[src/rtl/dgs_fifo.sv]
module dgs_fifo #(
	parameter int WIDTH = 8,
	parameter int DEPTH = 4
) (
	input  logic                           clk,
	input  logic                           arst_n,
	input  logic                           push,
	input  logic [WIDTH-1:0]               wdata,
	output logic                           full,
	input  logic                           pop,
	output logic [WIDTH-1:0]               rdata,
	output logic                           empty,
	output logic [$clog2(DEPTH+1)-1:0]     count
);

	localparam int PW = (DEPTH > 1) ? $clog2(DEPTH) : 1;
	localparam int CW = $clog2(DEPTH + 1);

	logic [WIDTH-1:0] mem_q [DEPTH];
	logic [PW-1:0]    wr_ptr_q;
	logic [PW-1:0]    rd_ptr_q;
	logic [CW-1:0]    count_q;
	logic             do_push;
	logic             do_pop;

	assign full    = (count_q == CW'(DEPTH));
	assign empty   = (count_q == '0);
	assign count   = count_q;
	assign rdata   = mem_q[rd_ptr_q];
	assign do_push = push && !full;
	assign do_pop  = pop && !empty;

	always_ff @(posedge clk) begin
		if (do_push) begin
			mem_q[wr_ptr_q] <= wdata;
		end
	end

	always_ff @(posedge clk or negedge arst_n) begin
		if (!arst_n) begin
			wr_ptr_q <= '0;
			rd_ptr_q <= '0;
			count_q  <= '0;
		end else begin
			if (do_push) begin
				wr_ptr_q <= (wr_ptr_q == PW'(DEPTH - 1)) ? '0 : wr_ptr_q + PW'(1);
			end
			if (do_pop) begin
				rd_ptr_q <= (rd_ptr_q == PW'(DEPTH - 1)) ? '0 : rd_ptr_q + PW'(1);
			end
			if (do_push && !do_pop) begin
				count_q <= count_q + CW'(1);
			end else if (do_pop && !do_push) begin
				count_q <= count_q - CW'(1);
			end
		end
	end

endmodule

[config.mk]
export PLATFORM = sky130hd
export DESIGN_NAME = dgs_fifo
export DESIGN_NICKNAME = d
export VERILOG_FILES = /design/src/rtl/dgs_fifo.sv
export SDC_FILE = /design/constraint.sdc
export NUM_CORES = 1
export LEC_CHECK = 0
export ABC_AREA = 1
export BUFFER_PORTS_ARGS = -buffer_cell sky130_fd_sc_hd__buf_2
export CAP_MARGIN = 20
export CORE_MARGIN = 2
export CORE_UTILIZATION = 48
export CTS_CLUSTER_DIAMETER = 120
export DETAILED_ROUTE_END_ITERATION = 7
export MAX_ROUTING_LAYER = met4
export PLACE_DENSITY = 0.71
export SYNTH_ARGS = -nofsm -noshare
export SYNTH_HDL_FRONTEND = slang
export SYNTH_SLANG_ARGS = --single-unit
[constraint.sdc]
create_clock -name clk -period 1.8 [get_ports clk]
set_clock_uncertainty 0.15 [all_clocks]
set_input_delay 0.18 -clock clk [delete_from_list [all_inputs] [get_ports clk]]
set_output_delay 0.18 -clock clk [all_outputs]
set_load 0.1 [all_outputs]
==> results_tabular.tex <==
\begin{tabular}{lr}
\hline
Metric & Value \\
\hline
\multicolumn{2}{l}{\textbf{Placement}} \\
\quad Total of buffers placed on input and output ports & 24 \\
\quad Post-placement setup slack & -0.08636 ns \\
\quad Placer's final routability congestion estimate & 0.7514 \\
\quad DPL Wire Length & 2.355 mm \\
\multicolumn{2}{l}{\textbf{STA}} \\
\quad RSZ-0062 raised after global routing & yes \\
\quad Final setup TNS & -0.07299 ns \\
\quad Post-route clock period utilization & 102.2\% \\
\quad Setup Viol. Count Final & 2 \\
\quad Minimum period implied by the final worst setup slack & 1.839 ns \\
\quad Count of pins over their slew limit & 0 \\
\quad Peak Freq & 543.6 MHz \\
\quad Relative max-transition margin & 67.77\% \\
\quad Final number of hold-violating endpoints & 0 \\
\quad Slew at the pin closest to its max-slew limit & 0.4867 ns \\
\quad Final WS setup & -0.03949 ns \\
\multicolumn{2}{l}{\textbf{Floorplanning}} \\
\quad Initial core utilization & 51.50\% \\
\quad Row Count & 21 \\
\quad DIE WIDTH & 64.54 um \\
\quad Number of primary I/O pins & 25 \\
\quad Core ar. & 3416 sq um \\
\quad Vertical die dimension & 64.54 um \\
\quad Die area & 4165 sq um \\
\multicolumn{2}{l}{\textbf{Worst setup path}} \\
\quad CP dominant cell by count & nand2\_1 \\
\quad Biggest fanout along the worst timing path & 3 \\
\quad Worst Setup End Kind & flop \\
\quad CP startpoint kind & flop \\
\quad Critical path class & flop to flop \\
\quad Reg2Reg Depth & 11 \\
\quad Maximum cell stage delay along the critical path & 0.52 ns \\
\quad Req. time, crit path & 1.94 ns \\
\quad Library cell contributing the largest single delay on the critical path & dfrtp\_4 \\
\quad Crit path cell chain & inv\_6 > nand3\_4 > nand2\_4 > ha\_4 > inv\_4 > fa\_2 > inv\_2 > nand2\_2 > nand3\_2 > nand2\_1 > nand2\_1 \\
\quad Critical path data arrival time & 1.98 ns \\
\multicolumn{2}{l}{\textbf{Global route}} \\
\quad GRT Max-Usage Layer & met2 \\
\quad Remaining Overflow, GRT & 0 \\
\quad Global router's overall resource usage & 19.60\% \\
\quad Initial antenna violation count & 0 \\
\quad Met3 GRT Util & 3.819\% \\
\quad First-pass GRT wire length & 5.747 mm \\
\quad Largest net degree at the start of global routing & 36 \\
\quad Number of global-route vias before repair & 1273 \\
\quad GR met1 Demand/Resource & 20.19\% \\
\quad Routing usage on met2 & 36.07\% \\
\multicolumn{2}{l}{\textbf{Run status}} \\
\quad Violations in the final reports & setup timing \\
\quad Result of the run & complete, but fails checks \\
\multicolumn{2}{l}{\textbf{Synth}} \\
\quad Share of the synthesized area in the top cell type & 54.62\% \\
\quad Mean Syn Cell Area & 11.42 sq um \\
\quad Post-synthesis instance total & 154 \\
\quad Cell area after synthesis & 1759 sq um \\
\quad Synth Area in Compound Gates & 7.397\% \\
\quad Basic-gate share of the synthesized area counting and, or, nand and nor cells & 12.09\% \\
\quad Portion of netlist area occupied by mux cells & 0\% \\
\quad Dominant cell type by area after synthesis & edfxtp\_1 \\
\quad Part of the Yosys area used for sequential elements & 64.58\% \\
\quad Post-Syn Nets & 173 \\
\quad Arithmetic-cell share of the synthesized area counting full adders, half adders and majority gates & 5.405\% \\
\quad Total of warnings raised by yosys & 0 \\
\quad Dominant combinational cell family by area after synthesis & simple AND/OR/NAND/NOR gates \\
\quad Parity-gate share of the synthesized area counting xor and xnor cells & 0.4979\% \\
\quad Flip-flop and latch count after synthesis & 39 \\
\quad Distinct cell type count of the synthesized netlist & 16 \\
\quad Cell types occupying the most area after synthesis & edfxtp\_1 55\%, dfrtp\_1 10\%, nand2\_1 8.1\%, inv\_1 6.6\%, o211ai\_1 6.4\% \\
\multicolumn{2}{l}{\textbf{Layout}} \\
\quad Area occupied by multi-input gates & 509.2 sq um \\
\quad Most frequent cells in the layout & 35 x nand2\_1, 32 x edfxtp\_1, 23 x inv\_1 \\
\quad Diode count & 0 \\
\quad Area growth from synthesis to layout & 39.83\% \\
\quad Most common library cell in the layout ignoring fill and taps & nand2\_1 \\
\quad Sequential cell area & 1147 sq um \\
\quad Count of fill cells added during filler insertion & 240 \\
\quad Post-layout util & 72.01\% \\
\quad Number of nets in the finished design & 225 \\
\quad Share of final-layout standard cells stronger than drive strength 1 & 33.33\% \\
\multicolumn{2}{l}{\textbf{CTS}} \\
\quad Total CTS buffers & 5 \\
\quad Clock-pin slew on the worst setup and hold paths & 0.12 ns \\
\quad Library cell used as clock root buffer & clkbuf\_4 \\
\quad Clock Sinks & 39 \\
\quad Worst-skew pair later-pin latency & 0.35 ns \\
\quad Clock tree from TritonCTS & done \\
\quad Maximum number of buffers from clock root to sink & 2 \\
\quad H-tree levels & 2 \\
\multicolumn{2}{l}{\textbf{Worst hold path}} \\
\quad Path class of the lowest-slack min-delay path & input pin to async pin \\
\multicolumn{2}{l}{\textbf{Route}} \\
\quad Number of vias in the routed layout & 1242 \\
\quad DRT iter0 DRCs & 26 \\
\quad WL final & 3.517 mm \\
\quad Ratio of routed vias to standard cells & 4.909 \\
\quad Remaining antenna violation count after routing & 0 \\
\quad Average detailed-routed wire length per instance & 13.90 um \\
\quad Remaining DRCs & 0 \\
\quad Number of optimization iterations in the first detailed-route pass & 4 \\
\multicolumn{2}{l}{\textbf{Job}} \\
\quad Maximum Capacitance Violations & 0 \\
\hline
\end{tabular}
==> kinds of logic (layout without fill, tap and decap cells) <==
logic type	count (synthesis)	after routing
compound gates	17	17
xor+xnor	1	1
fa+ha+maj	7	7
buf+inv	37	90
flops	39	39
simple gates	53	53
==> registers in the layout, summed over array words and instances (netlist names) <==
name	cells
mem_q	32
rd_ptr_q	2
count	3
wr_ptr_q	2
==> routing by layer <==
layer  vias to the layer above  part of all wire (%)  wire length, um
met5                         -                     0                0
met4                         0                   2.0               72
met3                         8                   2.7               95
met2                        20                    54             1898
met1                       603                    41             1450
li1                        611                     -                -
==> layout make-up <==
type | count | share of cell area (%)
clock buffer | 5 | 1.526
sequential | 39 | 46.64
multi-input combinational | 78 | 20.70
tap | 46 | 2.340
clock inverter | 3 | 2.747
inverter | 32 | 5.493
timing repair buffer | 50 | 20.55
==> cells in the mapped netlist, drive strengths merged <==
cell    instances
fa              1
inv            32
nor2            6
nand4           1
dfrtp           7
edfxtp         32
ha              6
o21ai           1
o211ai         16
nand3           7
xnor2           1
buf             5
nand2          39
==> path summary, 6_finish.rpt <==
check | endpoint | start | slack, ns
hold / removal | count[1]$_DFFE_PN0P_ | arst_n | 0.03
max in group asynchronous | count[2]$_DFFE_PN0P_ | arst_n | 1.29
setup / recovery | count[2]$_DFFE_PN0P_ | count[1]$_DFFE_PN0P_ | -0.04
min in group clk | count[0]$_DFFE_PN0P_ | pop | 0.10
hold reg to reg | wr_ptr_q[1]$_DFFE_PN0P_ | wr_ptr_q[1]$_DFFE_PN0P_ | 0.40
setup reg to reg | count[2]$_DFFE_PN0P_ | count[1]$_DFFE_PN0P_ | -0.04
==> metrics by stage <==
| stage | cells | area (sq um) | hold WS [ns] |
|---|---|---|---|
| 4_1_cts | 253 | 2452 | 0.02232 |
| 3_3_place_gp | 230 | 2182 | -0.1263 |
| 3_5_place_dp | 230 | 2182 | -0.1207 |
| 6_report | 253 | 2460 | 0.02858 |
| 5_1_grt | 253 | 2460 | 0.03848 |
| 2_1_floorplan | 154 | 1828 | -0.2656 |
==> worst max-delay path, delay by kind of cell, from the launching register on <==
kind / cells / cell delay (ns)
fa+ha+maj: 2 / 0.51
buf+inv: 3 / 0.19
flops: 1 / 0.52
simple gates: 6 / 0.43
==> timing repair <==
item | CTS | global route
endpoints found under the setup margin | 11 | 12
hold buffers | 11 | 0
buffers inserted | 4 | 0
endpoints found under the hold margin | 43 | 0
gates cloned | 0 | 0
pin swaps | 9 | 16
gates resized for setup | 9 | 5
Power is left out: the tool's default activity adds up to more than one toggle a clock period on the data nets, which glitch-free logic cannot reach.
