$ cat config.mk
export PLATFORM = sky130hd
export DESIGN_NAME = dgs_front
export DESIGN_NICKNAME = d
export VERILOG_FILES = /design/src/rtl/dgs_pkg.sv /design/src/rtl/dgs_front.sv
export SDC_FILE = /design/constraint.sdc
export NUM_CORES = 2
export LEC_CHECK = 0
export BUFFER_PORTS_ARGS = -buffer_cell sky130_fd_sc_hd__buf_4
export CAP_MARGIN = 20
export CORE_MARGIN = 2
export CORE_UTILIZATION = 50
export CTS_BUF_LIST = sky130_fd_sc_hd__clkbuf_4 sky130_fd_sc_hd__clkbuf_8 sky130_fd_sc_hd__clkbuf_16
export CTS_CLUSTER_DIAMETER = 60
export DETAILED_ROUTE_END_ITERATION = 12
export GPL_TIMING_DRIVEN = 1
export HOLD_SLACK_MARGIN = 0.03
export PLACE_DENSITY_LB_ADDON = 0.12
export SYNTH_ARGS = -nofsm -noshare
export SYNTH_HDL_FRONTEND = slang
export SYNTH_SLANG_ARGS = --single-unit
$ cat constraint.sdc
create_clock -name clk -period 11.2 [get_ports clk]
set_input_delay 1.12 -clock clk [delete_from_list [all_inputs] [get_ports clk]]
set_output_delay 1.12 -clock clk [all_outputs]
set_load 0.03 [all_outputs]
$ cat src/rtl/dgs_pkg.sv
package dgs_pkg;

	localparam int SCORE_W   = 64;
	localparam int TERM_W    = 50;
	localparam int MID_DEPTH = 4;
	localparam int OUT_DEPTH = 4;
	localparam int OUT_CW    = $clog2(OUT_DEPTH + 1);

	localparam logic [1:0] MODE_WEIGHTED   = 2'd0;
	localparam logic [1:0] MODE_LIKELIHOOD = 2'd1;
	localparam logic [1:0] MODE_EUCLID     = 2'd2;

	localparam logic OP_WRITE   = 1'b0;
	localparam logic OP_OBSERVE = 1'b1;

	localparam logic [1:0] CFG_MODE  = 2'd0;
	localparam logic [1:0] CFG_DET   = 2'd1;
	localparam logic [1:0] CFG_LOG   = 2'd2;
	localparam logic [1:0] CFG_COUNT = 2'd3;

	typedef struct packed {
		logic signed [TERM_W-1:0] term;
		logic                     last;
		logic [1:0]               mode;
	} mid_word_t;

	typedef struct packed {
		logic signed [31:0] det;
		logic signed [31:0] log_cnt;
		logic [15:0]        obs_cnt;
	} cfg_t;

endpackage

$ cat src/rtl/dgs_front.sv
module dgs_front #(
	parameter int DIMENSIONS = 64
) (
	input  logic                clk,
	input  logic                arst_n,
	input  logic                push,
	output logic                full,
	input  logic                operation,
	input  logic [5:0]          dimension,
	input  logic signed [15:0]  sample,
	input  logic signed [15:0]  inverse_variance,
	input  logic                final_element,
	input  logic [1:0]          score_mode,
	input  logic                mid_full,
	output logic                mid_push,
	output dgs_pkg::mid_word_t  mid_word
);

	localparam int AW = (DIMENSIONS > 1) ? $clog2(DIMENSIONS) : 1;

	logic signed [15:0] mean_mem [DIMENSIONS];
	logic signed [15:0] wt_mem [DIMENSIONS];

	logic          adv;
	logic          take;
	logic          in_range;
	logic [AW-1:0] addr;

	logic               v_s1;
	logic signed [15:0] sample_s1;
	logic signed [15:0] mean_s1;
	logic signed [15:0] wt_s1;
	logic               last_s1;
	logic               inr_s1;
	logic [1:0]         mode_s1;

	logic signed [16:0] diff;

	logic               v_s2;
	logic signed [33:0] sq_s2;
	logic signed [15:0] wt_s2;
	logic               last_s2;
	logic               inr_s2;
	logic [1:0]         mode_s2;

	logic signed [dgs_pkg::TERM_W-1:0] prod;
	logic signed [dgs_pkg::TERM_W-1:0] term;

	logic                              v_s3;
	logic signed [dgs_pkg::TERM_W-1:0] term_s3;
	logic                              last_s3;
	logic [1:0]                        mode_s3;

	// whole pipeline holds while the last stage waits on the queue
	assign adv      = !(v_s3 && mid_full);
	assign full     = !adv;
	assign take     = push && adv;
	assign in_range = (32'(dimension) < 32'(DIMENSIONS));
	assign addr     = AW'(dimension);

	always_ff @(posedge clk) begin
		if (take && operation == dgs_pkg::OP_WRITE && in_range) begin
			mean_mem[addr] <= sample;
			wt_mem[addr]   <= inverse_variance;
		end
	end

	always_ff @(posedge clk) begin
		if (adv) begin
			mean_s1   <= mean_mem[addr];
			wt_s1     <= wt_mem[addr];
			sample_s1 <= sample;
			last_s1   <= final_element;
			inr_s1    <= in_range;
			mode_s1   <= score_mode;
		end
	end

	assign diff = 17'(sample_s1) - 17'(mean_s1);

	always_ff @(posedge clk) begin
		if (adv) begin
			sq_s2   <= 34'(diff) * 34'(diff);
			wt_s2   <= wt_s1;
			last_s2 <= last_s1;
			inr_s2  <= inr_s1;
			mode_s2 <= mode_s1;
		end
	end

	assign prod = sq_s2 * wt_s2;

	always_comb begin
		if (!inr_s2) begin
			term = '0;
		end else if (mode_s2 == dgs_pkg::MODE_EUCLID) begin
			term = dgs_pkg::TERM_W'(sq_s2) <<< 8;
		end else begin
			term = prod;
		end
	end

	always_ff @(posedge clk) begin
		if (adv) begin
			term_s3 <= term;
			last_s3 <= last_s2;
			mode_s3 <= mode_s2;
		end
	end

	always_ff @(posedge clk or negedge arst_n) begin
		if (!arst_n) begin
			v_s1 <= 1'b0;
			v_s2 <= 1'b0;
			v_s3 <= 1'b0;
		end else if (adv) begin
			v_s1 <= take && operation == dgs_pkg::OP_OBSERVE;
			v_s2 <= v_s1;
			v_s3 <= v_s2;
		end
	end

	assign mid_push      = v_s3 && !mid_full;
	assign mid_word.term = term_s3;
	assign mid_word.last = last_s3;
	assign mid_word.mode = mode_s3;

endmodule

==> results_dict.tcl <==
set metrics [dict create \
    status "finished clean" \
    yosys_warnings 0 \
    die_w_um 467 \
    clock_latency_ns 0.91 \
    cts_root_buffer "clkbuf_16" \
    tightest_slew_ns 1.18 \
    routed_wirelength_um 306000 \
    drcViolationCount 0 \
    drt_first_pass_iters 6 \
    postCtsHoldBufs 1 \
    cp_slowest_cell "xor2_1" \
    synth-seq-cells 2207 \
    async_flop_share_pct 0.136 \
    path_class "flip-flop to flip-flop" \
    cts_made_buffers 219 \
    hold_depth 0 \
    slowest_delay_ns 0.80 \
    syn_area_mm2 0.107 \
    fin_worst_skew_ns 0.126 \
    ys.flop_type "edfxtp_1" \
    min_path_type "flip-flop to flip-flop" \
    tns_ns 0 \
    drive_above_1_share_pct 9.47 \
    place_hpwl_um 181000 \
    hold_violations 0 \
    die_h_um 467 \
    die_area_mm2 0.218 \
    cts-htree-levels 4 \
    core_mm2 0.214 \
    drtAntennaViolNets 0 \
    gp_congestion 0.880 \
    grt_max_degree 106 \
    startpoint_type "flip-flop" \
    nets 8456 \
    wl_met2_um 147000 \
    drt-initial-drc-count 7250 \
    wl_met3_um 24100 \
    io_buffers 100 \
    synth.yosys.seq_area_share_pct 61.7 \
    top_layer "met5" \
    cp-end-kind "flip-flop" \
    fmax_mhz 101 \
    cts_setup_buffers 0 \
    synth_edf_count 2204 \
    cts_tree "built" \
    arrival_ns 10.40 \
    cts_buffer_depth 3 \
    r2r_cells 32 \
    overflow 0 \
    grt_pass1_wl_um 446000 \
    syn_avg_cell_area_um2 14.6 \
    fill_cells 17205 \
    grt_setup_unrepaired "no" \
    grt_usage_pct 28.0 \
    regArea_mm2 0.0663 \
    clock-sinks 2207 \
    path_clk_slew_ns 0.06 \
    synth_cell_types 74 \
    viasPerCell 6.16 \
    cp_data_required_time_ns 11.73 \
    grt_pass1_vias 65212 \
    critPathMaxFanout 12 \
    setup_viol_count_final 0 \
    io_pins 101 \
    wire_per_inst_um 29.3 \
    max_slew_margin_pct 21.3 \
    cts_resized 0 \
    met1_length_um 124000 \
    multiInputGateArea_mm2 0.0369 \
    initial_core_util_pct 50.2 \
    max_cap_viol_count 0 \
    syn_to_final_growth_pct 11.3 \
    rows 170 \
    antenna_found_initial 5 \
    vias 64395 \
    period_minus_slack_ns 9.87 \
    synth_cells 7328 \
    crit_top_cell "fa_1" \
    fin_crit_sh_pct 88.1 \
    slew_violations 0 \
]
-- cell type report --
class | instances | area share [%]
Sequential cell | 2207 | 55.5
Multi-Input combinational cell | 3854 | 30.9
Clock buffer | 266 | 4.90
Tap cell | 2838 | 2.97
Inverter | 879 | 2.76
Timing Repair Buffer | 252 | 1.71
Clock inverter | 145 | 1.27
Antenna cell | 5 | 0.0105
-- layout by cell type (no fill, tap or decap), types with 48 or more instances in the layout --
| cell | n |
|---|---|
| edfxtp_1 | 2204 |
| a22oi_1 | 650 |
| nand2b_1 | 48 |
| a221oi_1 | 189 |
| clkbuf_16 | 219 |
| clkinv_1 | 54 |
| a22o_1 | 189 |
| inv_1 | 871 |
| xnor2_1 | 70 |
| ha_1 | 223 |
| a31oi_1 | 177 |
| buf_4 | 239 |
| nor2_1 | 151 |
| fa_1 | 774 |
| o21ai_0 | 55 |
| nand2_1 | 485 |
| a21oi_1 | 180 |
| nand4_1 | 99 |
| and2_1 | 183 |
| nor2_4 | 66 |
-- logic make-up (layout without fill, tap and decap cells) --
logic type / after synthesis / count (layout) / synth area share [%]
compound gates: 1568 / 1568 / 10.7
xor+xnor: 95 / 95 / 0.775
fa+ha+maj: 997 / 997 / 17.0
buf+inv: 1269 / 1542 / 4.45
flops: 2207 / 2207 / 61.7
mux: 3 / 3 / 0.0303
other cells: 2 / 9 / 0.00700
simple gates: 1187 / 1187 / 5.24
-- Yosys cell counts, types with 11 or more instances --
cell | n | area share (%)
a22oi_1 | 650 | 4.5
a21o_1 | 37 | 0.26
nand4_1 | 99 | 0.58
clkbuf_1 | 331 | 1.2
a221oi_1 | 189 | 1.5
nand3_1 | 40 | 0.19
a21oi_1 | 180 | 0.84
a22o_1 | 189 | 1.5
nor3_1 | 22 | 0.10
and2_1 | 183 | 1.1
inv_1 | 871 | 3.0
nor2b_1 | 15 | 0.087
nor4_1 | 26 | 0.15
nor2_1 | 218 | 0.76
buf_1 | 50 | 0.17
o21bai_1 | 11 | 0.077
o21ai_0 | 55 | 0.26
nand2b_1 | 49 | 0.29
xnor2_1 | 70 | 0.57
a31oi_1 | 177 | 1.0
nand2_1 | 487 | 1.7
xor2_1 | 25 | 0.20
edfxtp_1 | 2204 | 62
ha_1 | 223 | 2.6
fa_1 | 774 | 14
o21a_1 | 11 | 0.077
and3_1 | 11 | 0.064
o21ai_1 | 11 | 0.051
-- stage by stage --
step	utilization, %	cells	worst slack [ns]	hold WS, ns	cell area [µm²]
2_1_floorplan	-	7330	2.71	0.400	107000
3_3_place_gp	52.3	10028	1.73	0.401	112000
3_5_place_dp	52.4	10029	1.50	0.405	112000
4_1_cts	55.8	10441	1.38	0.419	119000
5_1_grt	55.8	10441	0.584	0.436	119000
6_report	55.8	10446	1.33	0.419	119000
-- routing by layer --
metal / global-route usage (%) / vias up
met5: 0 / -
met4: 8.53 / 8
met3: 3.96 / 553
met2: 46.1 / 3037
met1: 39.0 / 33745
li1: - / 27052
-- worst max-delay path: cells and delay by family, from the launching register on --
family	cells	cell delay, ns
compound gates	11	2.63
xor+xnor	2	0.96
fa+ha+maj	8	3.58
buf+inv	6	0.93
flops	1	0.39
simple gates	5	1.02
-- registers in the layout, summed over array words and instances (netlist names) --
signal and cells:
last_s3 1, sample_s1 16, last_s1 1, term_s3 50
mode_s3 2, v_s1 1, wt_s2 16, v_s3 1
last_s2 1, wt_mem 1024, wt_s1 16, mode_s2 2
v_s2 1, mean_mem 1024, mean_s1 16, sq_s2 33
mode_s1 2
-- final timing paths --
path	slack (ns)	end	startpoint
worst max-delay path	1.33	sq_s2[31]	mean_s1[1]
max in group asynchronous	10.46	v_s1	arst_n
worst min-delay path	0.42	wt_s2[13]	wt_s1[13]
min in group asynchronous	0.65	v_s2	arst_n
worst max register to register	1.33	sq_s2[31]	mean_s1[1]
worst min register to register	0.42	wt_s2[13]	wt_s1[13]
Power is left out: the tool's default activity adds up to more than one toggle a clock period on the data nets, which glitch-free logic cannot reach.
