==> config.mk <==
export PLATFORM = sky130hd
export DESIGN_NAME = dgs_back
export DESIGN_NICKNAME = d
export VERILOG_FILES = /design/src/rtl/dgs_pkg.sv /design/src/rtl/dgs_back.sv
export SDC_FILE = /design/constraint.sdc
export NUM_CORES = 1
export LEC_CHECK = 0
export ABC_CLOCK_PERIOD_IN_PS = 10100
export BUFFER_PORTS_ARGS = -buffer_cell sky130_fd_sc_hd__buf_2
export CAP_MARGIN = 20
export CORE_ASPECT_RATIO = 0.9
export CORE_MARGIN = 2
export CORE_UTILIZATION = 35
export CTS_CLUSTER_SIZE = 28
export DETAILED_ROUTE_END_ITERATION = 10
export HOLD_SLACK_MARGIN = 0.03
export PLACE_DENSITY_LB_ADDON = 0.05
export SYNTH_ARGS = -nofsm -noshare
export SYNTH_HDL_FRONTEND = slang
export SYNTH_SLANG_ARGS = --single-unit
==> constraint.sdc <==
create_clock -name clk -period 10.1 [get_ports clk]
set_input_delay 2.02 -clock clk [delete_from_list [all_inputs] [get_ports clk]]
set_output_delay 2.02 -clock clk [all_outputs]
set_load 0.01 [all_outputs]
==> src/rtl/dgs_pkg.sv <==
package dgs_pkg;

	localparam int SCORE_W   = 64;
	localparam int TERM_W    = 50;
	localparam int MID_DEPTH = 4;
	localparam int OUT_DEPTH = 4;
	localparam int OUT_CW    = $clog2(OUT_DEPTH + 1);

	localparam logic [1:0] MODE_WEIGHTED   = 2'd0;
	localparam logic [1:0] MODE_LIKELIHOOD = 2'd1;
	localparam logic [1:0] MODE_EUCLID     = 2'd2;

	localparam logic OP_WRITE   = 1'b0;
	localparam logic OP_OBSERVE = 1'b1;

	localparam logic [1:0] CFG_MODE  = 2'd0;
	localparam logic [1:0] CFG_DET   = 2'd1;
	localparam logic [1:0] CFG_LOG   = 2'd2;
	localparam logic [1:0] CFG_COUNT = 2'd3;

	typedef struct packed {
		logic signed [TERM_W-1:0] term;
		logic                     last;
		logic [1:0]               mode;
	} mid_word_t;

	typedef struct packed {
		logic signed [31:0] det;
		logic signed [31:0] log_cnt;
		logic [15:0]        obs_cnt;
	} cfg_t;

endpackage

==> src/rtl/dgs_back.sv <==
module dgs_back (
	input  logic                                  clk,
	input  logic                                  arst_n,
	input  dgs_pkg::cfg_t                         cfg,
	input  logic                                  mid_empty,
	input  dgs_pkg::mid_word_t                    mid_word,
	output logic                                  mid_pop,
	input  logic [dgs_pkg::OUT_CW-1:0]            out_count,
	output logic                                  out_push,
	output logic signed [dgs_pkg::SCORE_W-1:0]    out_score
);

	localparam int SW = dgs_pkg::SCORE_W;
	localparam int RW = dgs_pkg::OUT_CW + 1;

	logic signed [SW-1:0] acc_q;
	logic signed [SW:0]   wide;
	logic signed [SW-1:0] sat;
	logic                 room;

	logic                 fin_v_s1;
	logic signed [SW-1:0] sum_s1;
	logic [1:0]           mode_s1;

	// a final term needs a result slot that no earlier final has claimed
	assign room    = (RW'(out_count) + RW'(fin_v_s1)) < RW'(dgs_pkg::OUT_DEPTH);
	assign mid_pop = !mid_empty && (!mid_word.last || room);

	assign wide = (SW + 1)'(acc_q) + (SW + 1)'(mid_word.term);

	always_comb begin
		if (wide[SW] != wide[SW-1]) begin
			sat = wide[SW] ? {1'b1, {(SW-1){1'b0}}} : {1'b0, {(SW-1){1'b1}}};
		end else begin
			sat = wide[SW-1:0];
		end
	end

	always_ff @(posedge clk or negedge arst_n) begin
		if (!arst_n) begin
			acc_q    <= '0;
			fin_v_s1 <= 1'b0;
		end else begin
			fin_v_s1 <= mid_pop && mid_word.last;
			if (mid_pop) begin
				acc_q <= mid_word.last ? '0 : sat;
			end
		end
	end

	always_ff @(posedge clk) begin
		if (mid_pop && mid_word.last) begin
			sum_s1  <= sat;
			mode_s1 <= mid_word.mode;
		end
	end

	always_comb begin
		if (mode_s1 == dgs_pkg::MODE_LIKELIHOOD) begin
			out_score = (sum_s1 >>> 1) + SW'(cfg.det)
				- ((cfg.obs_cnt > 16'd1) ? SW'(cfg.log_cnt) : SW'(0));
		end else begin
			out_score = sum_s1;
		end
	end

	assign out_push = fin_v_s1;

endmodule

==> results_tabular.tex, run 1 <==
\begin{tabular}{lr}
\hline
Metric & Value \\
\hline
\multicolumn{2}{l}{\textbf{Run status}} \\
\quad Status & finished, final reports clean \\
\multicolumn{2}{l}{\textbf{Global route}} \\
\quad Sum of overflow across all layers after global routing & 0 \\
\quad Total Routing Usage GR & between 20 and 25\% \\
\quad Wire length of the first global-routing pass & roughly 83 mm \\
\quad Largest net degree at the start of global routing & just under 90 \\
\quad Antenna violations before repair & 0 \\
\quad Via count of the first global-routing pass & 14400 \\
\multicolumn{2}{l}{\textbf{Floorplan}} \\
\quad Initial Utilization & 35.6\% \\
\quad Chip Width & between 200 and 250 um \\
\quad Floorplan die area & approximately 47000 um\^{}2 \\
\quad Number of rows created at floorplan & 73 \\
\quad Core footprint & 44500 um\^{}2 \\
\quad Top-level port count & 205 \\
\quad Die Y & slightly above 200 um \\
\multicolumn{2}{l}{\textbf{Timing}} \\
\quad Worst Skew & about 0.012 ns \\
\quad Peak clock frequency supported by timing & between 100 and 150 MHz \\
\quad Setup repair after global routing missed its margin & no \\
\quad Final setup vio count & 0 \\
\quad Count of pins over their slew limit & 0 \\
\quad Shortest clock period the worst path allows after layout & between 8 and 9 ns \\
\quad Max-slew headroom & about 36\% \\
\quad Sum Neg Setup Slack & 0 ns \\
\quad Period utilisation layout & around nine tenths \\
\quad Hold violation count in the final report & 0 \\
\quad Worst-Margin Slew & 0.949 ns \\
\multicolumn{2}{l}{\textbf{Clock network}} \\
\quad Clock tree root buffer cell & clkbuf\_16 \\
\quad Sinks on the clock net & 131 \\
\quad Cts bufs inserted & 17 \\
\quad Post-CTS setup buffer count & 0 \\
\quad Latest clock arrival within the worst-skew pair & approximately 0.44 ns \\
\quad Hold-fix buffer count after cts & 0 \\
\quad Bufs on Longest Clock Path & 2 \\
\quad Worst-path clk slew & roughly 0.060 ns \\
\quad Resized Gates After CTS & 0 \\
\quad CTS tree & yes \\
\quad Level count of the clock H-tree & 4 \\
\multicolumn{2}{l}{\textbf{Logic synthesis}} \\
\quad Cell with the most instances after synthesis & inv\_1 \\
\quad Post-Synthesis Cells & around 2000 \\
\quad Compound-Gate Fraction of Synth Area & 27.5\% \\
\quad Mean instance size in the synthesized netlist & a little under 8 um\^{}2 \\
\quad Async S/R FF share, synth & about half \\
\quad Simple-gate share of the synthesized area & $\sim$16\% \\
\quad Largest family of logic cells by synthesized area & compound AO/OA/AOI/OAI gates \\
\quad Top FF cell, synth & edfxtp\_1 \\
\quad EDFF count, synth & 66 \\
\quad Part of the Yosys area used for sequential elements & approximately 23\% \\
\quad Netlist area before placement & $\sim$16000 um\^{}2 \\
\quad Number of synthesized register bits & between 100 and 150 \\
\quad Yosys Warn Count & 0 \\
\quad Area share of fa/ha/maj cells after synthesis & a little under a fifth \\
\quad Top cell type's share of synthesized area & between 10\% and 20\% \\
\quad Area share of xor/xnor cells in the synthesized design & 6.13\% \\
\quad Commonest cells in the netlist & 246 x inv\_1, 235 x nand2\_1, 186 x o21ai\_0 \\
\quad Number of library cell types mapped by synthesis & 95 \\
\quad Dominant cell type by area after synthesis & edfxtp\_1 \\
\quad Post-Syn Nets & roughly 2300 \\
\quad Biggest area contributors in the synthesized netlist & edfxtp\_1 13\%, dfrtp\_1 10\%, ha\_1 10\% \\
\quad Multiplexer share of the synthesized area & less than 1\% \\
\multicolumn{2}{l}{\textbf{Pwr}} \\
\quad Part of the total power dissipated in sequential elements & $\sim$18\% \\
\quad Power Dens Cells & about 310 nW/um\^{}2 \\
\quad Highest ir drop seen on vdd & roughly 0.00016 V \\
\quad Switching share of total power & between 50 and 60\% \\
\quad Proportion of power drawn by combinational gates & 70.2\% \\
\quad Cell Int Power & around 2.7 mW \\
\quad Leakage & 8.32 nW \\
\quad Switch Pwr & roughly 2.9 mW \\
\quad Clock power frac & between 10\% and 20\% \\
\quad Tot Pwr & $\sim$5.6 mW \\
\multicolumn{2}{l}{\textbf{Route}} \\
\quad Wire length on met3 & between 2 and 2.5 mm \\
\quad Length of routed wiring on met1 & about 28 mm \\
\quad Initial DRC count & 1046 \\
\quad Number of detailed-route iterations in the first pass & 5 \\
\quad Number of DRC violations after detailed routing & 0 \\
\quad Total wire length & 53.6 mm \\
\quad Antenna Nets Post-Route & 0 \\
\quad Number of vias in the routed layout & $\sim$15000 \\
\quad Highest metal used & met4 \\
\quad Routed length on met2 & roughly 23 mm \\
\quad Drt wl/cell & around 20 um \\
\quad Ratio of routed vias to standard cells & $\sim$5.5 \\
\multicolumn{2}{l}{\textbf{Hold path}} \\
\quad Class of the most critical hold timing path & register to register \\
\multicolumn{2}{l}{\textbf{Job}} \\
\quad Count of max-cap constraint violations & 0 \\
\multicolumn{2}{l}{\textbf{Setup path}} \\
\quad Critical path capture point type & output pin \\
\quad Required time of the worst setup path & around 8 ns \\
\quad Arrival time of data at the critical path endpoint & a little under 7 ns \\
\quad Crit path launch type & input port \\
\quad Critical path class & input port to output pin \\
\quad CP Max Fanout & 32 \\
\multicolumn{2}{l}{\textbf{Cells and area}} \\
\quad Antenna cell count & 0 \\
\quad Share of post-route cells with drive strength above 1 & between 10\% and 20\% \\
\quad FILL cells & $\sim$4700 \\
\quad Area Overhead vs Synth & 12.6\% \\
\quad Nets & 2449 \\
\multicolumn{2}{l}{\textbf{Placed design}} \\
\quad Placed wire-length estimate after detailed placement & 43.2 mm \\
\quad Total of buffers placed on input and output ports & about 200 \\
\quad GPL Wtd Cong & about 0.91 \\
\hline
\end{tabular}
## metal layers
metal  global-route usage, %  vias to the layer above
met3                    2.19                       37
met5                       0                        -
met1                    34.5                     7164
met2                    34.7                      342
met4                    5.14                        0
li1                        -                     7371
## worst max-delay path: stages
cell and delay, ns:
buf_2 0.09, nor4_1 0.31, nand4_1 0.13, buf_4 0.25
and2_1 0.22, fa_1 0.49, inv_1 0.05, ha_1 0.34
o211a_1 0.27, a211o_1 0.34, a211oi_2 0.43, a311o_1 0.38
a21oi_2 0.14, a21oi_1 0.36, o21ai_0 0.24, o2111a_1 0.28
nor3_1 0.31, buf_2 0.20
## cell families (layout without fill, tap and decap cells)
logic type	Yosys count	after routing
AOI/OAI and AO/OA	674	674
xor gates and xnor gates	111	111
adders and majority gates	192	192
buffers and inverters	360	496
DFF	131	131
muxes	3	3
and+or+nand+nor	524	524
## layout by cell type (no fill, tap or decap), types with 6 or more instances in the layout
master     synthesis  final
a31oi_1           22     22
o211ai_1          32     32
nand2_1          235    235
o21a_1            16     16
ha_1             128    128
a21oi_1          165    165
inv_6              0      6
xor2_1            60     60
and2_1            40     39
o31ai_1           11     11
clkbuf_16          0     17
nand4_1           50     50
nor2_1            68     68
nand2b_1          11     10
nor3_1            16     16
edfxtp_1          66     66
o21bai_1          17     17
a31o_2             6      6
or3_1             10     10
a21boi_0           8      8
a211oi_1          10     10
buf_2             18    203
o21ai_1           12     11
nor4_1            13     13
dfrtp_1           65     65
fa_1              64     64
and3_1             8      8
or4_1              6      6
o21ai_0          186    186
o311ai_1          44     44
inv_1            246    244
nand3_1           33     33
xnor2_1           51     51
nor2b_1           11     10
buf_4              8     11
a221oi_1           9      9
a21o_1            63     62
## power by group through the flow
stage                     clock network, mW  logic (mW)  registers, mW
after floorplan                           0        2.84          0.939
after CTS                             0.674        3.88           1.01
final                                 0.659        3.93           1.01
after global placement                    0        3.85           1.01
after global routing                  0.695        4.38           1.03
after detailed placement                  0        3.87           1.01
## through the flow
| stage | area [um^2] | setup WS (ns) | hold slack, ns | util, % | cells |
|---|---|---|---|---|---|
| floorplan | 15900 | 1.67 | 0.454 | - | 1995 |
| global placement | 17200 | 1.24 | 0.472 | 38.6 | 2696 |
| detailed placement | 17200 | 1.16 | 0.481 | 38.6 | 2696 |
| CTS | 17800 | 1.14 | 0.495 | 40.0 | 2728 |
| global route | 17900 | 0.786 | 0.514 | 40.1 | 2731 |
| finish | 17900 | 1.18 | 0.490 | 40.1 | 2731 |
## registers in the layout (all words and copies together), names as in the netlist
signal    cells
sum_s1       64
out_push      1
acc_q        64
mode_s1       2
## final timing paths
check                           slack (ns)            end      start  cells after the start
max in group asynchronous             7.67      acc_q[45]     arst_n                      2
min in group asynchronous             1.78      acc_q[14]     arst_n                      2
worst max-delay path                  1.18  out_score[63]    cfg[15]                     18
worst min register to register        0.49      acc_q[48]  acc_q[48]                      2
worst min-delay path                  0.49      acc_q[48]  acc_q[48]                      2
worst max register to register        5.60      acc_q[13]   acc_q[0]                     13
## area by class of cell
class	count	area, um^2	share of cell area [%]
Inverter	247	927	5.19
Multi-Input combinational cell	1504	10800	60.4
Timing Repair Buffer	217	1160	6.50
Clock inverter	13	171	0.960
Sequential cell	131	3610	20.2
Clock buffer	19	443	2.48
Tap cell	600	751	4.21
Power figures use the tool's default switching activity.
==> run 2: changes to the inputs <==
--- a/config.mk
+++ b/config.mk
@@ -5,7 +5,7 @@
 export SDC_FILE = /design/constraint.sdc
 export NUM_CORES = 1
 export LEC_CHECK = 0
-export ABC_CLOCK_PERIOD_IN_PS = 10100
+export ABC_CLOCK_PERIOD_IN_PS = 11300
 export BUFFER_PORTS_ARGS = -buffer_cell sky130_fd_sc_hd__buf_2
 export CAP_MARGIN = 20
 export CORE_ASPECT_RATIO = 0.9
==> constraint.sdc (replaced) <==
create_clock -name clk -period 11.3 [get_ports clk]
set_input_delay 2.26 -clock clk [delete_from_list [all_inputs] [get_ports clk]]
set_output_delay 2.26 -clock clk [all_outputs]
set_load 0.01 [all_outputs]
==> run 2 against run 1 <==
Sequential power decreased by 11%. Combinational power decreased by 11%. Flip-flop and latch count did not move. Register-to-register slack better by 1.1 ns. Power shrank 10%. Setup slack better by 0.53 ns. Non-clock buffer count fell by 4. Via count hardly changed. Die area unchanged. Final cell count shrank 0.15%. Critical path type unchanged. Critical endpoint is now out_score[56]. Largest cell class unchanged.
==> results_tabular.tex, run 2 (synthesis gave the netlist of run 1 again) <==
\begin{tabular}{lr}
\hline
Metric & Value \\
\hline
\multicolumn{2}{l}{\textbf{Global route}} \\
\quad GR Layer Usage met3 & 2.08\% (-0.11 points) \\
\quad Largest net degree at the start of global routing & 102 (+15\%) \\
\quad Met1 Track Usage GR & 33.9\% (-0.61 points) \\
\quad Met2 Usage GRT & 34.3\% (-0.46 points) \\
\quad Sum of overflow across all layers after global routing & 0 (unchanged) \\
\quad Total Routing Usage GR & 22.4\% (-0.38 points) \\
\quad Wire length of the first global-routing pass & 82.5 mm (-0.76\%) \\
\quad Antenna violations before repair & 0 (unchanged) \\
\quad Via count of the first global-routing pass & 14400 (+0.062\%) \\
\quad GRT busiest layer & met2 \\
\multicolumn{2}{l}{\textbf{Setup path}} \\
\quad Critical path capture point type & output pin \\
\quad Arrival time of data at the critical path endpoint & 7.33 ns (+0.43 ns) \\
\quad Worst setup startpoint & cfg[15] \\
\quad Critical path class & input port to output pin \\
\quad Worst r2r dst & sum\_s1[26] \\
\quad Crit path launch type & input port \\
\quad Register-to-register path setup slack & 6.70 ns (+1.10 ns) \\
\quad CP Max Fanout & 32 (unchanged) \\
\quad Required time of the worst setup path & 9.04 ns (+0.96 ns) \\
\quad Critical-path top delay cell & fa\_1 \\
\quad Worst flop-to-flop path startpoint & acc\_q[0] \\
\quad Sequence of cells on the critical path & buf\_2 -> nor4\_1 -> nand4\_1 -> buf\_4 -> and2\_2 -> fa\_1 -> inv\_1 -> ha\_1 -> a21o\_1 -> a221oi\_1 -> o21ai\_0 -> a41o\_1 -> o21ai\_0 -> o221ai\_1 -> o311ai\_0 -> buf\_2 \\
\quad Worst setup path endpoint & out\_score[56] \\
\quad Number of cells on the worst reg-to-reg path & 13 (unchanged) \\
\quad Delay of the slowest cell on the worst path & 0.65 ns (+0.16 ns) \\
\multicolumn{2}{l}{\textbf{Route}} \\
\quad Ratio of routed vias to standard cells & 5.47 (+0.15\%) \\
\quad Initial DRC count & 1223 (+17\%) \\
\quad Antenna Nets Post-Route & 0 (unchanged) \\
\quad Number of vias in the routed layout & 14900 (+0.0067\%) \\
\quad Number of DRC violations after detailed routing & 0 (unchanged) \\
\quad Drt wl/cell & 19.2 um (-1.9\%) \\
\quad Total wire length & 52.5 mm (-2.0\%) \\
\quad Number of detailed-route iterations in the first pass & 5 (unchanged) \\
\multicolumn{2}{l}{\textbf{Floorplan}} \\
\quad Floorplan die area & 47000 um\^{}2 (unchanged) \\
\quad Die Y & 206 um (unchanged) \\
\quad Chip Width & 228 um (unchanged) \\
\quad Number of rows created at floorplan & 73 (unchanged) \\
\quad Initial Utilization & 35.6\% (unchanged) \\
\quad Top-level port count & 205 (unchanged) \\
\quad Core footprint & 44500 um\^{}2 (unchanged) \\
\multicolumn{2}{l}{\textbf{Placed design}} \\
\quad Placed wire-length estimate after detailed placement & 42.0 mm (-2.7\%) \\
\quad Setup slack after placement & 1.69 ns (+0.535 ns) \\
\quad GPL Wtd Cong & 0.951 (+4.9\%) \\
\quad Total of buffers placed on input and output ports & 203 (unchanged) \\
\multicolumn{2}{l}{\textbf{Clock network}} \\
\quad Resized Gates After CTS & 0 (unchanged) \\
\quad Worst-path clk slew & 0.07 ns (about the same) \\
\quad Bufs on Longest Clock Path & 2 (unchanged) \\
\quad CTS tree & yes \\
\quad Level count of the clock H-tree & 4 (unchanged) \\
\quad Cts bufs inserted & 17 (unchanged) \\
\quad Sinks on the clock net & 131 (unchanged) \\
\quad Hold-fix buffer count after cts & 0 (unchanged) \\
\quad Latest clock arrival within the worst-skew pair & 0.43 ns (about the same) \\
\quad Clock tree root buffer cell & clkbuf\_16 \\
\quad Post-CTS setup buffer count & 0 (unchanged) \\
\multicolumn{2}{l}{\textbf{Pwr}} \\
\quad Leakage & 8.30 nW (-0.19\%) \\
\quad Power Dens Cells & 282 nW/um\^{}2 (-10\%) \\
\quad Highest ir drop seen on vdd & 0.000140 V (-12\%) \\
\multicolumn{2}{l}{\textbf{Timing}} \\
\quad Worst Skew & 0.0112 ns (-0.000668 ns) \\
\quad Hold violation count in the final report & 0 (unchanged) \\
\quad Setup repair after global routing missed its margin & no \\
\quad Worst-Margin Slew & 1.08 ns (+0.136 ns) \\
\quad Max-slew headroom & 27.7\% (-8.2 points) \\
\quad Setup ws final & 1.71 ns (+0.528 ns) \\
\quad Count of pins over their slew limit & 0 (unchanged) \\
\quad Final setup vio count & 0 (unchanged) \\
\quad Sum Neg Setup Slack & 0 ns (unchanged) \\
\quad Shortest clock period the worst path allows after layout & between 9 and 10 ns \\
\quad Peak clock frequency supported by timing & approximately 100 MHz \\
\quad Period utilisation layout & around 85\% \\
\multicolumn{2}{l}{\textbf{Cells and area}} \\
\quad Nets & 2445 (-0.16\%) \\
\quad Area Overhead vs Synth & 12.5\% (about the same) \\
\quad Leading cell type in the layout, fill and taps excluded & inv\_1 \\
\quad Share of post-route cells with drive strength above 1 & 13.5\% (-0.21 points) \\
\quad Highest-count cells in the layout ignoring fill and taps & 244 x inv\_1, 235 x nand2\_1, 203 x buf\_2 \\
\quad Biggest registers after layout & acc\_q: 64 flops, sum\_s1: 64 flops, mode\_s1: 2 flops \\
\quad Antenna cell count & 0 (unchanged) \\
\multicolumn{2}{l}{\textbf{Hold path}} \\
\quad Class of the most critical hold timing path & register to register \\
\multicolumn{2}{l}{\textbf{Job}} \\
\quad Count of max-cap constraint violations & 0 (unchanged) \\
\multicolumn{2}{l}{\textbf{Run status}} \\
\quad Status & finished, final reports clean \\
\hline
\end{tabular}
-- run 2: cell types whose count changed in the layout (fill, tap and decap cells not counted) --
cell        before  now
buf_12           1    0
clkinvlp_4       2    3
inv_6            6    2
buf_4           11    9
buf_8            1    0
bufinv_16        3    5
clkbuf_1         1    2
-- run 2: area by class of cell --
type / instances / area [um^2]
clock buffers: 20 / 447
clock inverters: 12 / 204
fillers: 4658 / 26600
inverters: 247 / 927
multi-input cells: 1504 / 10800
flip-flops and latches: 131 / 3610
well taps: 600 / 751
repair buffers: 213 / 1110
-- run 2: worst max-delay path, delay by kind of cell --
family,cells,cell delay (ns)
simple gates,3,0.97
compound gates,7,2.41
fa+ha+maj,2,1.03
buf+inv,4,0.64
-- run 2: worst min path at each step --
stage               startpoint   endpoint  slack, ns  cells after the start
finish               acc_q[47]  acc_q[47]       0.49                      2
global route          acc_q[8]   acc_q[8]       0.51                      2
CTS                  acc_q[33]  acc_q[33]       0.49                      2
detailed placement   acc_q[33]  acc_q[33]       0.48                      2
global placement     acc_q[37]  acc_q[37]       0.47                      2
floorplan            acc_q[45]  acc_q[45]       0.45                      2
-- run 2: metrics by stage --
stage	power [mW]	instances	hold slack [ns]	utilization, %	instance area (um^2)
after global routing	5.49	2727	0.514	40.1	17800
after CTS	5.00	2726	0.492	40.0	17800
after detailed placement	4.35	2694	0.478	38.6	17200
after global placement	4.32	2694	0.472	38.6	17200
final	5.02	2727	0.489	40.1	17800
after floorplan	3.38	1995	0.454	-	15900
-- run 2: per-layer routing --
metal / share of wire (%) / wire length, um / vias up
met5: 0 / 0 / -
met3: 4.7 / 2460 / 38
met4: 1.5 / 787 / 0
met2: 43 / 22400 / 380
li1: - / - / 7358
met1: 51 / 26900 / 7139
-- run 2: report_power, final --
group          internal, mW  switching (mW)
sequential            0.772           0.130
combinational          1.28            2.22
clock                 0.399           0.228
==> run 3: changes to the inputs <==
--- a/config.mk
+++ b/config.mk
@@ -5,7 +5,7 @@
 export SDC_FILE = /design/constraint.sdc
 export NUM_CORES = 1
 export LEC_CHECK = 0
-export ABC_CLOCK_PERIOD_IN_PS = 11300
+export ABC_CLOCK_PERIOD_IN_PS = 9900
 export BUFFER_PORTS_ARGS = -buffer_cell sky130_fd_sc_hd__buf_2
 export CAP_MARGIN = 20
 export CORE_ASPECT_RATIO = 0.9
==> constraint.sdc (replaced) <==
create_clock -name clk -period 9.9 [get_ports clk]
set_input_delay 1.98 -clock clk [delete_from_list [all_inputs] [get_ports clk]]
set_output_delay 1.98 -clock clk [all_outputs]
set_load 0.01 [all_outputs]
==> run 3 against run 2 <==
Power grew 12%. Sequential share of layout area increased by 0.058 points. Global-route usage hardly changed. Register-to-register slack worse by 1.3 ns. Routed wire length rose by 1.7%. Clock-buffer cell count decreased by 1. Utilization decreased by 0.12 points. Design area fell by 0.29%. Clock power is 3.7% lower. Critical endpoint is now out_score[60]. Largest power group unchanged.
==> results_tabular.tex, run 3 (synthesis gave the netlist of run 1 again) <==
\begin{tabular}{lr}
\hline
Metric & Value \\
\hline
\multicolumn{2}{l}{\textbf{Global route}} \\
\quad Wire length of the first global-routing pass & 82.2 mm (-0.35\%) \\
\quad Antenna violations before repair & 1 (+1) \\
\quad Total Routing Usage GR & 22.4\% (+0.047 points) \\
\quad Via count of the first global-routing pass & 14300 (-0.64\%) \\
\quad Largest net degree at the start of global routing & 115 (+13\%) \\
\quad Sum of overflow across all layers after global routing & 0 (unchanged) \\
\multicolumn{2}{l}{\textbf{Floorplan}} \\
\quad Die Y & 206 um (unchanged) \\
\quad Core footprint & 44500 um\^{}2 (unchanged) \\
\quad Number of rows created at floorplan & 73 (unchanged) \\
\quad Floorplan die area & 47000 um\^{}2 (unchanged) \\
\quad Initial Utilization & 35.6\% (unchanged) \\
\quad Chip Width & 228 um (unchanged) \\
\quad Top-level port count & 205 (unchanged) \\
\multicolumn{2}{l}{\textbf{Setup path}} \\
\quad Critical path class & input port to output pin \\
\quad Crit path launch type & input port \\
\quad Arrival time of data at the critical path endpoint & 6.84 ns (-0.49 ns) \\
\quad Required time of the worst setup path & 7.92 ns (-1.12 ns) \\
\quad Critical path capture point type & output pin \\
\quad CP Max Fanout & 32 (unchanged) \\
\multicolumn{2}{l}{\textbf{Route}} \\
\quad Number of detailed-route iterations in the first pass & 6 (+1) \\
\quad Wire length on met3 & 2.51 mm (+1.9\%) \\
\quad Ratio of routed vias to standard cells & 5.48 (+0.20\%) \\
\quad Initial DRC count & 1118 (-8.6\%) \\
\quad Length of routed wiring on met1 & 27.5 mm (+2.5\%) \\
\quad Antenna Nets Post-Route & 0 (unchanged) \\
\quad Number of vias in the routed layout & 15000 (+0.32\%) \\
\quad Number of DRC violations after detailed routing & 0 (unchanged) \\
\quad Drt wl/cell & 19.6 um (+1.6\%) \\
\quad Routed length on met2 & 22.6 mm (+1.0\%) \\
\quad Highest metal used & met4 \\
\quad Total wire length & 53.4 mm (+1.7\%) \\
\multicolumn{2}{l}{\textbf{Timing}} \\
\quad Shortest clock period the worst path allows after layout & $\sim$8.8 ns \\
\quad Setup ws final & 1.08 ns (-0.633 ns) \\
\quad Count of pins over their slew limit & 0 (unchanged) \\
\quad Sum Neg Setup Slack & 0 ns (unchanged) \\
\quad Peak clock frequency supported by timing & $\sim$110 MHz \\
\quad Max-slew headroom & 26.6\% (-1.1 points) \\
\quad Worst-Margin Slew & 1.10 ns (+0.0162 ns) \\
\quad Final setup vio count & 0 (unchanged) \\
\quad Setup repair after global routing missed its margin & no \\
\quad Period utilisation layout & about 90\% \\
\quad Fin Hold WS & 0.488 ns (-0.000271 ns) \\
\quad Hold violation count in the final report & 0 (unchanged) \\
\quad Worst Skew & 0.0127 ns (+0.00146 ns) \\
\multicolumn{2}{l}{\textbf{Clock network}} \\
\quad Clock tree root buffer cell & clkbuf\_16 \\
\quad Cts bufs inserted & 17 (unchanged) \\
\quad Sinks on the clock net & 131 (unchanged) \\
\quad Hold-fix buffer count after cts & 0 (unchanged) \\
\quad Latest clock arrival within the worst-skew pair & 0.44 ns (about the same) \\
\quad Bufs on Longest Clock Path & 2 (unchanged) \\
\quad Worst-path clk slew & 0.06 ns (about the same) \\
\quad Post-CTS setup buffer count & 0 (unchanged) \\
\quad Resized Gates After CTS & 0 (unchanged) \\
\quad CTS tree & yes \\
\quad Level count of the clock H-tree & 4 (unchanged) \\
\multicolumn{2}{l}{\textbf{Cells and area}} \\
\quad Highest-count cells in the layout ignoring fill and taps & 244 x inv\_1, 235 x nand2\_1, 203 x buf\_2 \\
\quad Area Overhead vs Synth & 12.2\% \\
\quad Share of post-route cells with drive strength above 1 & 13.7\% (+0.12 points) \\
\quad Nets & 2448 (+0.12\%) \\
\quad FILL cells & 4722 (+1.4\%) \\
\quad Share of the core filled with cells in the final layout & 40.0\% (-0.12 points) \\
\quad Number of standard cells in the final layout excluding fillers & 2730 (+0.11\%) \\
\quad Biggest registers after layout & acc\_q: 64 flops, sum\_s1: 64 flops, mode\_s1: 2 flops \\
\quad Antenna cell count & 0 (unchanged) \\
\quad Design area & 17800 um\^{}2 (-0.29\%) \\
\quad Leading cell type in the layout, fill and taps excluded & inv\_1 \\
\multicolumn{2}{l}{\textbf{Hold path}} \\
\quad Class of the most critical hold timing path & register to register \\
\multicolumn{2}{l}{\textbf{Run status}} \\
\quad Status & finished, final reports clean \\
\multicolumn{2}{l}{\textbf{Pwr}} \\
\quad Leakage & 8.28 nW (-0.27\%) \\
\quad Tot Pwr & 5.65 mW (+12\%) \\
\quad Highest ir drop seen on vdd & 0.000146 V (+4.3\%) \\
\quad Power Dens Cells & 317 nW/um\^{}2 (+13\%) \\
\multicolumn{2}{l}{\textbf{Placed design}} \\
\quad Cell Count Post-Placement & 2695 (+0.037\%) \\
\quad Setup slack after placement & 1.02 ns (-0.668 ns) \\
\quad Placed wire-length estimate after detailed placement & 43.0 mm (+2.3\%) \\
\quad GPL Wtd Cong & 0.916 (-3.7\%) \\
\quad Total of buffers placed on input and output ports & 203 (unchanged) \\
\quad Instance area after placement & 17200 um\^{}2 (about the same) \\
\multicolumn{2}{l}{\textbf{Job}} \\
\quad Count of max-cap constraint violations & 0 (unchanged) \\
\hline
\end{tabular}
==> run 3: cell types whose count changed in the layout (fill, tap and decap cells not counted), sizes merged <==
cell      previous run  this run
inv                248       246
clkbuf              20        19
clkinv               3         9
clkinvlp             3         4
buf                213       216
bufinv               5         1
==> run 3: worst max-delay path: stages <==
cell and delay (ns):
buf_2 0.10, nor4_1 0.30, nand4_1 0.15, buf_4 0.25
and2_2 0.58, fa_1 0.66, inv_1 0.04, ha_1 0.39
a21o_1 0.21, a21o_1 0.17, a21oi_1 0.18, o22ai_1 0.11
a311oi_2 0.47, o21ai_1 0.36, a31oi_1 0.39, xor2_1 0.20
o21ai_0 0.09, buf_2 0.19
==> run 3: final cells by class <==
cell class	instances	area, um^2	share of cell area (%)
clock buffers	19	443	2.49
clock inverters	13	114	0.640
repair buffers	216	1150	6.49
well taps	600	751	4.22
flip-flops and latches	131	3610	20.3
inverters	247	927	5.21
multi-input cells	1504	10800	60.7
==> run 3: path summary, 6_finish.rpt <==
kind                       startpoint             to  slack, ns  cells past startpoint
setup / recovery              cfg[15]  out_score[60]       1.08                     18
hold / removal              acc_q[34]      acc_q[34]       0.49                      2
setup reg to reg             acc_q[0]      acc_q[14]       5.43                     13
hold reg to reg             acc_q[34]      acc_q[34]       0.49                      2
max in group asynchronous      arst_n      acc_q[51]       7.54                      2
min in group asynchronous      arst_n      acc_q[12]       1.75                      2
==> run 3: power breakdown <==
group / switching (mW) / leakage, nW / total (mW) / internal, mW
Sequential: 0.150 / 1.44 / 1.03 / 0.881
Clock: 0.254 / 0.262 / 0.604 / 0.350
Combinational: 2.55 / 6.58 / 4.01 / 1.47
Total: 2.95 / 8.28 / 5.65 / 2.70
==> run 3: layer usage <==
metal	global-route usage, %	up-vias
li1	-	7363
met1	33.9	7175
met2	34.2	386
met3	2.46	38
met4	4.86	0
met5	0	-
